**config.mk**
```make
export PLATFORM = sky130hd
export DESIGN_NAME = led_bar_serial_frame_driver
export DESIGN_NICKNAME = d
export VERILOG_FILES = /design/src/rtl/lbsfd_pkg.sv /design/src/rtl/lbsfd_front.sv /design/src/rtl/lbsfd_queue.sv /design/src/rtl/lbsfd_back.sv /design/src/rtl/led_bar_serial_frame_driver.sv
export VERILOG_INCLUDE_DIRS = /design/src /design/src/rtl
export SDC_FILE = /design/constraint.sdc
export NUM_CORES = 1
export LEC_CHECK = 0
export BUFFER_PORTS_ARGS = -buffer_cell sky130_fd_sc_hd__buf_2
export CORE_AREA = 4 4 139 141
export DETAILED_ROUTE_END_ITERATION = 16
export DIE_AREA = 0 0 143 145
export GPL_TIMING_DRIVEN = 0
export PLACE_DENSITY = 0.77
export SETUP_SLACK_MARGIN = 0.2
export SYNTH_ARGS = -nofsm -noshare
export SYNTH_HDL_FRONTEND = slang
export SYNTH_SLANG_ARGS = --single-unit
export TNS_END_PERCENT = 100
```
**constraint.sdc**
```tcl
create_clock -name clk -period 4.4 [get_ports clk]
set_clock_uncertainty 0.2 [all_clocks]
set_input_delay 0.66 -clock clk [delete_from_list [all_inputs] [get_ports clk]]
set_output_delay 0.66 -clock clk [all_outputs]
set_load 0.01 [all_outputs]
```
**src/rtl/led_bar_serial_frame_driver_assert.svh**
```systemverilog
// ---------------------------------------------------------------------------
// LED bar serial frame driver - assertion macros
// Shared concurrent assertion forms, clocked on clk and disabled in rst.
// ---------------------------------------------------------------------------
`ifndef LED_BAR_SERIAL_FRAME_DRIVER_ASSERT_SVH
`define LED_BAR_SERIAL_FRAME_DRIVER_ASSERT_SVH

// Check that the consequent holds whenever the antecedent holds.
`define LBSFD_ASSERT_IMPL(label, ante, cons, msg) \
  label: assert property (@(posedge clk) disable iff (rst) (ante) |-> (cons)) \
    else $error(msg);

// Check that a condition never holds.
`define LBSFD_ASSERT_NEVER(label, cond, msg) \
  label: assert property (@(posedge clk) disable iff (rst) !(cond)) \
    else $error(msg);

`endif

```
**src/rtl/lbsfd_pkg.sv**
```systemverilog
// ---------------------------------------------------------------------------
// LED bar serial frame driver - package
// Word types, request and status codes, register indexes and reset values.
// ---------------------------------------------------------------------------
`default_nettype none

package lbsfd_pkg;

  // Request kinds
  localparam logic [1:0] REQ_SET_ONE = 2'd0;
  localparam logic [1:0] REQ_SET_ALL = 2'd1;
  localparam logic [1:0] REQ_TICK    = 2'd2;
  localparam logic [1:0] REQ_READ    = 2'd3;

  // Status codes
  localparam logic [1:0] STAT_OK        = 2'd0;
  localparam logic [1:0] STAT_BAD_INDEX = 2'd1;
  localparam logic [1:0] STAT_BAD_LEVEL = 2'd2;
  localparam logic [1:0] STAT_BUSY      = 2'd3;

  // Legal brightness levels
  localparam logic [7:0] LVL_OFF  = 8'h00;
  localparam logic [7:0] LVL_MED  = 8'h0f;
  localparam logic [7:0] LVL_FULL = 8'hff;

  // Configuration register indexes
  localparam logic [1:0] REG_CONTROL_WORD = 2'd0;
  localparam logic [1:0] REG_GAP_TICKS    = 2'd1;
  localparam logic [1:0] REG_BIT_TICKS    = 2'd2;
  localparam logic [1:0] REG_PULSE_TICKS  = 2'd3;

  // Configuration reset values
  localparam logic [15:0] CONTROL_WORD_RST = 16'd0;
  localparam logic [15:0] GAP_TICKS_RST    = 16'd250;
  localparam logic [7:0]  BIT_TICKS_RST    = 8'd10;
  localparam logic [7:0]  PULSE_TICKS_RST  = 8'd1;

  // Command queue between front and back
  localparam int QUEUE_DEPTH = 2;
  localparam int QPTR_W      = 1;
  localparam int QCNT_W      = 2;

  typedef struct packed {
    logic [1:0] req_type;
    logic [3:0] led_index;
    logic [7:0] level;
  } req_t;

  typedef struct packed {
    logic [1:0] status;
    logic [7:0] read_level;
    logic       data_line;
    logic       clock_line;
    logic       sending;
    logic       frame_done;
  } rsp_t;

  // Classified request as it waits in the queue
  typedef struct packed {
    logic [1:0] kind;
    logic [3:0] led_index;
    logic [7:0] level;
    logic [1:0] status;
  } cmd_t;

  // Configuration write bundle
  typedef struct packed {
    logic        we;
    logic [1:0]  index;
    logic [15:0] data;
  } cfg_wr_t;

  function automatic logic level_ok(input logic [7:0] lvl);
    return (lvl == LVL_OFF) || (lvl == LVL_MED) || (lvl == LVL_FULL);
  endfunction

endpackage

`default_nettype wire

```
**src/rtl/lbsfd_front.sv**
```systemverilog
// ---------------------------------------------------------------------------
// LED bar serial frame driver - front end
// Accepts request words and checks index and level before queueing them.
// ---------------------------------------------------------------------------
`default_nettype none

module lbsfd_front import lbsfd_pkg::*; #(
  parameter int NUM_LEDS = 10
) (
  input  wire logic in_valid,
  output logic      in_stall,
  input  wire req_t in_data,
  output logic      push_valid,
  output cmd_t      push_cmd,
  input  wire logic queue_full
);

  logic index_ok;
  logic lvl_ok;

  assign index_ok = in_data.led_index < 4'(NUM_LEDS);
  assign lvl_ok   = level_ok(in_data.level);

  // Hold off the source while the queue has no room
  assign in_stall   = queue_full;
  assign push_valid = in_valid;

  // Classify: bad index first, then bad level; busy is left to the back end
  always_comb begin
    push_cmd.kind      = in_data.req_type;
    push_cmd.led_index = in_data.led_index;
    push_cmd.level     = in_data.level;
    push_cmd.status    = STAT_OK;
    case (in_data.req_type)
      REQ_SET_ONE: begin
        if (!index_ok) begin
          push_cmd.status = STAT_BAD_INDEX;
        end else if (!lvl_ok) begin
          push_cmd.status = STAT_BAD_LEVEL;
        end
      end
      REQ_SET_ALL: begin
        if (!lvl_ok) begin
          push_cmd.status = STAT_BAD_LEVEL;
        end
      end
      REQ_READ: begin
        if (!index_ok) begin
          push_cmd.status = STAT_BAD_INDEX;
        end
      end
      default: begin
        push_cmd.status = STAT_OK;
      end
    endcase
  end

endmodule

`default_nettype wire

```
**src/rtl/lbsfd_queue.sv**
```systemverilog
// ---------------------------------------------------------------------------
// LED bar serial frame driver - command queue
// Two-entry queue that lets the front and back ends stall on their own.
// ---------------------------------------------------------------------------
`default_nettype none

module lbsfd_queue import lbsfd_pkg::*; (
  input  wire logic clk,
  input  wire logic rst,
  input  wire logic push_valid,
  input  wire cmd_t push_cmd,
  output logic      full,
  output logic      pop_valid,
  output cmd_t      pop_cmd,
  input  wire logic pop
);

  cmd_t              entries [QUEUE_DEPTH];
  logic [QPTR_W-1:0] wr_ptr;
  logic [QPTR_W-1:0] rd_ptr;
  logic [QCNT_W-1:0] count;
  logic              do_push;
  logic              do_pop;

  assign full      = count == QCNT_W'(QUEUE_DEPTH);
  assign pop_valid = count != '0;
  assign pop_cmd   = entries[rd_ptr];
  assign do_push   = push_valid && !full;
  assign do_pop    = pop && pop_valid;

  // Store the incoming word
  always_ff @(posedge clk) begin
    if (do_push) begin
      entries[wr_ptr] <= push_cmd;
    end
  end

  // Advance pointers and fill count
  always_ff @(posedge clk) begin
    if (rst) begin
      wr_ptr <= '0;
      rd_ptr <= '0;
      count  <= '0;
    end else begin
      if (do_push) begin
        wr_ptr <= wr_ptr + 1'b1;
      end
      if (do_pop) begin
        rd_ptr <= rd_ptr + 1'b1;
      end
      if (do_push && !do_pop) begin
        count <= count + 1'b1;
      end else if (do_pop && !do_push) begin
        count <= count - 1'b1;
      end
    end
  end

endmodule

`default_nettype wire

```
**src/rtl/lbsfd_back.sv**
```systemverilog
// ---------------------------------------------------------------------------
// LED bar serial frame driver - back end
// Holds levels and configuration, advances the frame serializer one tick per
// tick request and registers the result word.
// ---------------------------------------------------------------------------
`default_nettype none
`include "led_bar_serial_frame_driver_assert.svh"

module lbsfd_back import lbsfd_pkg::*; #(
  parameter int NUM_LEDS     = 10,
  parameter int LATCH_PULSES = 4
) (
  input  wire logic    clk,
  input  wire logic    rst,
  input  wire cfg_wr_t cfg,
  input  wire logic    cmd_valid,
  input  wire cmd_t    cmd,
  output logic         pop,
  output logic         out_valid,
  input  wire logic    out_stall,
  output rsp_t         out_data
);

  localparam int         PW         = $clog2(LATCH_PULSES + 1);
  localparam logic [7:0] FRAME_BITS = 8'(16 * (NUM_LEDS + 3));

  typedef enum logic [6:0] {
    PH_IDLE = 7'b0000001,
    PH_GAP  = 7'b0000010,
    PH_BIT  = 7'b0000100,
    PH_LGAP = 7'b0001000,
    PH_HIGH = 7'b0010000,
    PH_LOW  = 7'b0100000,
    PH_EGAP = 7'b1000000
  } phase_t;

  // Configuration
  logic [15:0] control_word;
  logic [15:0] gap_ticks;
  logic [7:0]  bit_ticks;
  logic [7:0]  pulse_ticks;

  // State
  logic [7:0]    led_levels [NUM_LEDS];
  phase_t        phase, phase_next;
  logic [7:0]    bit_position, bit_position_next;
  logic [15:0]   wait_count, wait_count_next;
  logic [PW-1:0] pulse_count, pulse_count_next;
  logic          data_reg, data_reg_next;
  logic          clock_reg, clock_reg_next;

  // Working signals
  logic [15:0]   gap_load;
  logic [15:0]   bit_load;
  logic [15:0]   pulse_load;
  logic [7:0]    pos_inc;
  logic [3:0]    word_idx;
  logic [3:0]    rd_addr;
  logic [7:0]    rd_data;
  logic [15:0]   frame_word;
  logic [PW-1:0] pulse_inc;
  logic          busy;
  logic          done;
  logic [1:0]    status;
  logic [7:0]    read_level;
  logic          led_wr_en;

  assign pop  = cmd_valid && (!out_valid || !out_stall);
  assign busy = phase != PH_IDLE;

  // Zero tick counts act as one
  assign gap_load   = (gap_ticks == '0) ? 16'd1 : gap_ticks;
  assign bit_load   = {8'd0, (bit_ticks == '0) ? 8'd1 : bit_ticks};
  assign pulse_load = {8'd0, (pulse_ticks == '0) ? 8'd1 : pulse_ticks};

  // Level read port: either a read request or the next frame word
  assign pos_inc   = bit_position + 8'd1;
  assign word_idx  = pos_inc[7:4];
  assign rd_addr   = (cmd.kind == REQ_READ) ? cmd.led_index : word_idx - 4'd1;
  assign pulse_inc = pulse_count + 1'b1;

  always_comb begin
    rd_data = '0;
    for (int i = 0; i < NUM_LEDS; i++) begin
      if (rd_addr == 4'(i)) begin
        rd_data = led_levels[i];
      end
    end
  end

  always_comb begin
    if (word_idx == 4'd0) begin
      frame_word = control_word;
    end else if (word_idx <= 4'(NUM_LEDS)) begin
      frame_word = {8'd0, rd_data};
    end else begin
      frame_word = '0;
    end
  end

  // Execute one command
  always_comb begin
    phase_next        = phase;
    bit_position_next = bit_position;
    wait_count_next   = wait_count;
    pulse_count_next  = pulse_count;
    data_reg_next     = data_reg;
    clock_reg_next    = clock_reg;
    done              = 1'b0;
    status            = cmd.status;
    read_level        = '0;
    led_wr_en         = 1'b0;
    case (cmd.kind)
      REQ_SET_ONE, REQ_SET_ALL: begin
        if (cmd.status == STAT_OK) begin
          if (busy) begin
            status = STAT_BUSY;
          end else begin
            led_wr_en       = 1'b1;
            phase_next      = PH_GAP;
            wait_count_next = gap_load;
          end
        end
      end
      REQ_READ: begin
        if (cmd.status == STAT_OK) begin
          read_level = rd_data;
        end
      end
      default: begin
        // Tick: count down the wait, then step the sequence
        if (busy) begin
          if (wait_count > 16'd1) begin
            wait_count_next = wait_count - 16'd1;
          end else begin
            case (phase)
              PH_GAP: begin
                bit_position_next = '0;
                data_reg_next     = control_word[15];
                phase_next        = PH_BIT;
                wait_count_next   = bit_load;
              end
              PH_BIT: begin
                clock_reg_next    = ~clock_reg;
                bit_position_next = pos_inc;
                if (pos_inc < FRAME_BITS) begin
                  data_reg_next   = frame_word[~pos_inc[3:0]];
                  wait_count_next = bit_load;
                end else begin
                  data_reg_next   = 1'b0;
                  phase_next      = PH_LGAP;
                  wait_count_next = gap_load;
                end
              end
              PH_LGAP: begin
                pulse_count_next = '0;
                data_reg_next    = 1'b1;
                phase_next       = PH_HIGH;
                wait_count_next  = pulse_load;
              end
              PH_HIGH: begin
                data_reg_next   = 1'b0;
                phase_next      = PH_LOW;
                wait_count_next = pulse_load;
              end
              PH_LOW: begin
                pulse_count_next = pulse_inc;
                if (pulse_inc < PW'(LATCH_PULSES)) begin
                  data_reg_next   = 1'b1;
                  phase_next      = PH_HIGH;
                  wait_count_next = pulse_load;
                end else begin
                  phase_next      = PH_EGAP;
                  wait_count_next = gap_load;
                end
              end
              default: begin
                clock_reg_next  = 1'b0;
                phase_next      = PH_IDLE;
                wait_count_next = '0;
                done            = 1'b1;
              end
            endcase
          end
        end
      end
    endcase
  end

  // Configuration registers
  always_ff @(posedge clk) begin
    if (rst) begin
      control_word <= CONTROL_WORD_RST;
      gap_ticks    <= GAP_TICKS_RST;
      bit_ticks    <= BIT_TICKS_RST;
      pulse_ticks  <= PULSE_TICKS_RST;
    end else if (cfg.we) begin
      case (cfg.index)
        REG_CONTROL_WORD: control_word <= cfg.data;
        REG_GAP_TICKS:    gap_ticks    <= cfg.data;
        REG_BIT_TICKS:    bit_ticks    <= cfg.data[7:0];
        REG_PULSE_TICKS:  pulse_ticks  <= cfg.data[7:0];
        default: begin
          control_word <= control_word;
        end
      endcase
    end
  end

  // Level store
  always_ff @(posedge clk) begin
    if (rst) begin
      for (int i = 0; i < NUM_LEDS; i++) begin
        led_levels[i] <= '0;
      end
    end else if (pop && led_wr_en) begin
      for (int i = 0; i < NUM_LEDS; i++) begin
        if (cmd.kind == REQ_SET_ALL || cmd.led_index == 4'(i)) begin
          led_levels[i] <= cmd.level;
        end
      end
    end
  end

  // Serializer state
  always_ff @(posedge clk) begin
    if (rst) begin
      phase        <= PH_IDLE;
      bit_position <= '0;
      wait_count   <= '0;
      pulse_count  <= '0;
      data_reg     <= 1'b0;
      clock_reg    <= 1'b0;
    end else if (pop) begin
      phase        <= phase_next;
      bit_position <= bit_position_next;
      wait_count   <= wait_count_next;
      pulse_count  <= pulse_count_next;
      data_reg     <= data_reg_next;
      clock_reg    <= clock_reg_next;
    end
  end

  // Result register: load on pop, drop once taken
  always_ff @(posedge clk) begin
    if (rst) begin
      out_valid <= 1'b0;
    end else if (pop) begin
      out_valid <= 1'b1;
    end else if (!out_stall) begin
      out_valid <= 1'b0;
    end
  end

  always_ff @(posedge clk) begin
    if (pop) begin
      out_data.status     <= status;
      out_data.read_level <= read_level;
      out_data.data_line  <= data_reg_next;
      out_data.clock_line <= clock_reg_next;
      out_data.sending    <= phase_next != PH_IDLE;
      out_data.frame_done <= done;
    end
  end

  `LBSFD_ASSERT_IMPL(a_done_ends_frame, out_valid && out_data.frame_done,
                     !out_data.sending, "frame end reported while still sending")
  `LBSFD_ASSERT_IMPL(a_idle_pins_low, phase == PH_IDLE, !clock_reg && !data_reg,
                     "serial pins not low while idle")
  `LBSFD_ASSERT_NEVER(a_no_overwrite, pop && out_valid && out_stall,
                      "result word overwritten while stalled")
  `LBSFD_ASSERT_IMPL(a_bit_in_frame, phase == PH_BIT, bit_position < FRAME_BITS,
                     "bit position beyond frame length")

endmodule

`default_nettype wire

```
**src/rtl/led_bar_serial_frame_driver.sv**
```systemverilog
// ---------------------------------------------------------------------------
// LED bar serial frame driver - top level
// Request front end, command queue and serializer back end.
// ---------------------------------------------------------------------------
// Takes one request word per clock while the queue has room and returns
// one result word for each, in order. A request passes the front-end check
// in the cycle it is accepted, waits in a two-entry queue and is executed
// by the back end, which registers its result word; the back end executes
// one command per clock while the result side is not stalled, which sets
// the sustained rate of one word per cycle. The serial pins only move on
// tick requests, one step of the frame sequence per tick. Configuration
// writes take effect at once and belong in idle periods.
`default_nettype none

module led_bar_serial_frame_driver import lbsfd_pkg::*; #(
  parameter int NUM_LEDS     = 10,
  parameter int LATCH_PULSES = 4
) (
  input  wire logic        clk,
  input  wire logic        rst,
  input  wire logic        in_valid,
  output logic             in_stall,
  input  wire req_t        in_data,
  output logic             out_valid,
  input  wire logic        out_stall,
  output rsp_t             out_data,
  input  wire logic        cfg_we,
  input  wire logic [1:0]  cfg_index,
  input  wire logic [15:0] cfg_data
);

  logic    push_valid;
  cmd_t    push_cmd;
  logic    queue_full;
  logic    cmd_valid;
  cmd_t    cmd;
  logic    pop;
  cfg_wr_t cfg;

  assign cfg.we    = cfg_we;
  assign cfg.index = cfg_index;
  assign cfg.data  = cfg_data;

  lbsfd_front #(
    .NUM_LEDS (NUM_LEDS)
  ) u_front (
    .in_valid   (in_valid),
    .in_stall   (in_stall),
    .in_data    (in_data),
    .push_valid (push_valid),
    .push_cmd   (push_cmd),
    .queue_full (queue_full)
  );

  lbsfd_queue u_queue (
    .clk        (clk),
    .rst        (rst),
    .push_valid (push_valid),
    .push_cmd   (push_cmd),
    .full       (queue_full),
    .pop_valid  (cmd_valid),
    .pop_cmd    (cmd),
    .pop        (pop)
  );

  lbsfd_back #(
    .NUM_LEDS     (NUM_LEDS),
    .LATCH_PULSES (LATCH_PULSES)
  ) u_back (
    .clk       (clk),
    .rst       (rst),
    .cfg       (cfg),
    .cmd_valid (cmd_valid),
    .cmd       (cmd),
    .pop       (pop),
    .out_valid (out_valid),
    .out_stall (out_stall),
    .out_data  (out_data)
  );

endmodule

`default_nettype wire

```
==> impl_metrics.yaml <==
floorplan:
  pin_count: 53
  rows: 49
  start_util_pct: 59.4
  core_sq_um: 18000
  fp.dieH_um: 145
  die_x_um: 143
  dieArea_sq_um: 20700
cells_and_area:
  syn_to_final_growth_pct: 12.2
  final_common_cell: "nor2_1"
  largest_reg_flops: 80
  drive_gt1_share_pct: 12.7
  antenna_cells: 0
  nFillCells: 1424
  regMostFlops: "u_back.led_levels"
  final_cell_mix: "nor2_1, nand2_1, edfxtp_1"
  nNetsFinal: 1227
  reg_top3: "u_back.led_levels x80, u_queue.entries x32"
  postLayoutCellArea_sq_um: 12000
logic_synthesis:
  synth_warnings: 0
  syn_area_per_cell_sq_um: 9.64
  synth_ff_type: "edfxtp_1"
  ys_seq_area_share_pct: 52.3
  synth.distinct_cells: 91
  ys_ff_latch: 216
  synth_nets: 1149
  async_flop_share_pct: 0
  synth_top_area_share_pct: 35.5
  netlist_area_sq_um: 10700
  syn_inst: 1107
  ys_top_cells_by_area: "edfxtp_1, dfxtp_1, nor2_1"
  synth_top_area_cell: "edfxtp_1"
  synth_edf_count: 126
timing:
  relSlewSlack_pct: 11.4
  finalCritPeriodShare_pct: 92.6
  max_freq_mhz: 246
  report.final.slew_viol_count: 0
  setup_viol: 0
  post-route-min-period_ps: 4070
  worst_slack_ps: 327
  grt_setup_unrepaired: "no"
  hold_violations: 0
  fin_setup_tns_ps: 0
  worst_pin_slew_ps: 1320
critical_path:
  slowest_delay_ps: 420
  worstSetupPathType: "flip-flop to flip-flop"
  worstPathCellList: "ha_1 > buf_6 > a311oi_2 > a311oi_2 > nor3_2 > a2111oi_4 > buf_4 > buf_4 > a221oi_1 > o221ai_1 > o221ai_1 > a21oi_1 > a22oi_1 > a31oi_1"
  rr_worst_depth: 14
  end_kind: "flip-flop"
  critical_path_arrival_ps: 4110
  cpMaxStageDelayCell: "a311oi_2"
  cp.required_ps: 4440
  path_max_fanout: 10
  cp-start-kind: "flip-flop"
clocking:
  cts_sinks: 216
  cts_tree: "done"
  path_clk_slew_ps: 70
  cts_buffers: 22
  cts_buffer_depth: 3
  cts_max_level: 1
  root_buffer: "clkbuf_16"
  clock_latency_ps: 520
hold_path:
  hold_class: "input port to flip-flop"
  worst_hold_path.num_cells: 1
grt:
  met3_usage_pct: 6.55
  grt_pass1_vias: 8566
  use_met2_pct: 40.9
  track_usage_pct: 28.0
  grt_overflow: 0
  antenna_found_initial: 0
  met1_usage_pct: 42.5
  top_usage_layer: "met1"
  grt_first_pass_wirelength_um: 46500
  grt_start_max_net_pins: 24
placement:
  gp_congestion: 0.981
  dp.final_hpwl_um: 21900
  placed_area_sq_um: 11200
  place_ws_ps: 343
  io_buffers: 51
run_status:
  run_status: "finished, final reports clean"
pwr:
  ir_worst_vdd_v: 0.000494
  powerDensity_nw_per_um2: 560
  p_leak_nw: 4.33
routing:
  vias: 9336
  route.detailed.drc: 0
  wl_per_cell_um: 20.8
  first_iter_violations: 1283
  routed_wl_um: 29800
  first_pass_iters: 6
  ant_nets: 0
  viasPerCell: 6.53
job:
  maxCapViolCount: 0
-- final timing paths --
kind                               start                     end  slack, ps
setup / recovery  u_back.bit_position[0]      u_back.out_data[3]        330
hold / removal               in_data[11]  u_queue.entries[1][13]        150
setup reg to reg  u_back.bit_position[0]      u_back.out_data[3]        330
hold reg to reg   u_back.control_word[9]  u_back.control_word[9]        260
-- critical path: cells and delay by family (launching register included) --
family	cells	cell delay (ps)
AND/OR/NAND/NOR	1	310
AO/OA/AOI/OAI	9	2160
buffers and inverters	3	490
adder cells (fa/ha/maj)	1	230
flip-flops	1	380
-- logic make-up after synthesis --
group	share of synthesized area (%)
and+or+nand+nor	20.8
DFF	52.3
muxes	1.69
xor gates and xnor gates	1.57
AOI/OAI and AO/OA	19.7
buffers and inverters	3.33
adders and majority gates	0.586
-- metrics by stage --
| stage | cells | hold WS (ps) | power [mW] | utilization [%] |
|---|---|---|---|---|
| after detailed placement | 1387 | 247 | 4.80 | 62.4 |
| after global placement | 1387 | 242 | 4.76 | 62.4 |
| final | 1430 | 145 | 6.70 | 66.7 |
| after CTS | 1427 | 133 | 6.62 | 66.3 |
| after floorplan | 1107 | 232 | 4.12 | - |
| after global routing | 1430 | 144 | 6.99 | 66.7 |
-- Yosys cell counts, drive strengths merged (4+ instances only) --
cell type	n
nor2	164
nand2	160
edfxtp	126
dfxtp	90
a21oi	87
o21ai	56
clkbuf	37
nor3	30
a22oi	23
nand3	23
buf	21
inv	17
a221oi	16
a21o	15
a211oi	14
nand3b	14
a31oi	11
nor4	11
and3	10
and2	9
mux2i	9
nand2b	9
o221ai	9
xnor2	9
xor2	8
or3	7
o22ai	6
o31ai	6
a32o	5
a32oi	5
and3b	5
ha	5
nand4	5
nor2b	5
o221a	5
or2	5
or4	5
mux2	4
o211ai	4
o21a	4
-- report_power, final --
part	total, mW	internal (mW)	leakage [nW]	switching [mW]
clock network	1.84	1.06	0.341	0.782
registers	2.54	2.41	2.00	0.134
logic	2.32	0.758	1.99	1.56
-- layout make-up --
cell class / instances / area [sq um] / area share, %
sequential: 216 / 5590 / 46.6
multi-input combinational: 815 / 4760 / 39.8
clock buffer: 27 / 579 / 4.84
buffer: 58 / 288 / 2.40
tap: 229 / 287 / 2.39
timing repair buffer: 54 / 285 / 2.38
clock inverter: 13 / 124 / 1.03
inverter: 18 / 67.6 / 0.564
-- routing by layer --
| metal | routed length (um) | up-vias |
|---|---|---|
| met1 | 12600 | 4446 |
| met3 | 3470 | 61 |
| met5 | 0 | - |
| li1 | - | 4269 |
| met2 | 12900 | 560 |
| met4 | 741 | 0 |
-- repair_timing --
action                     in CTS  in global routing
gates resized for setup         0                  6
setup buffers                   0                  2
hold buffers                    0                  0
setup endpoints to repair       0                  1
No activity file was read; power rests on OpenSTA's default activity.
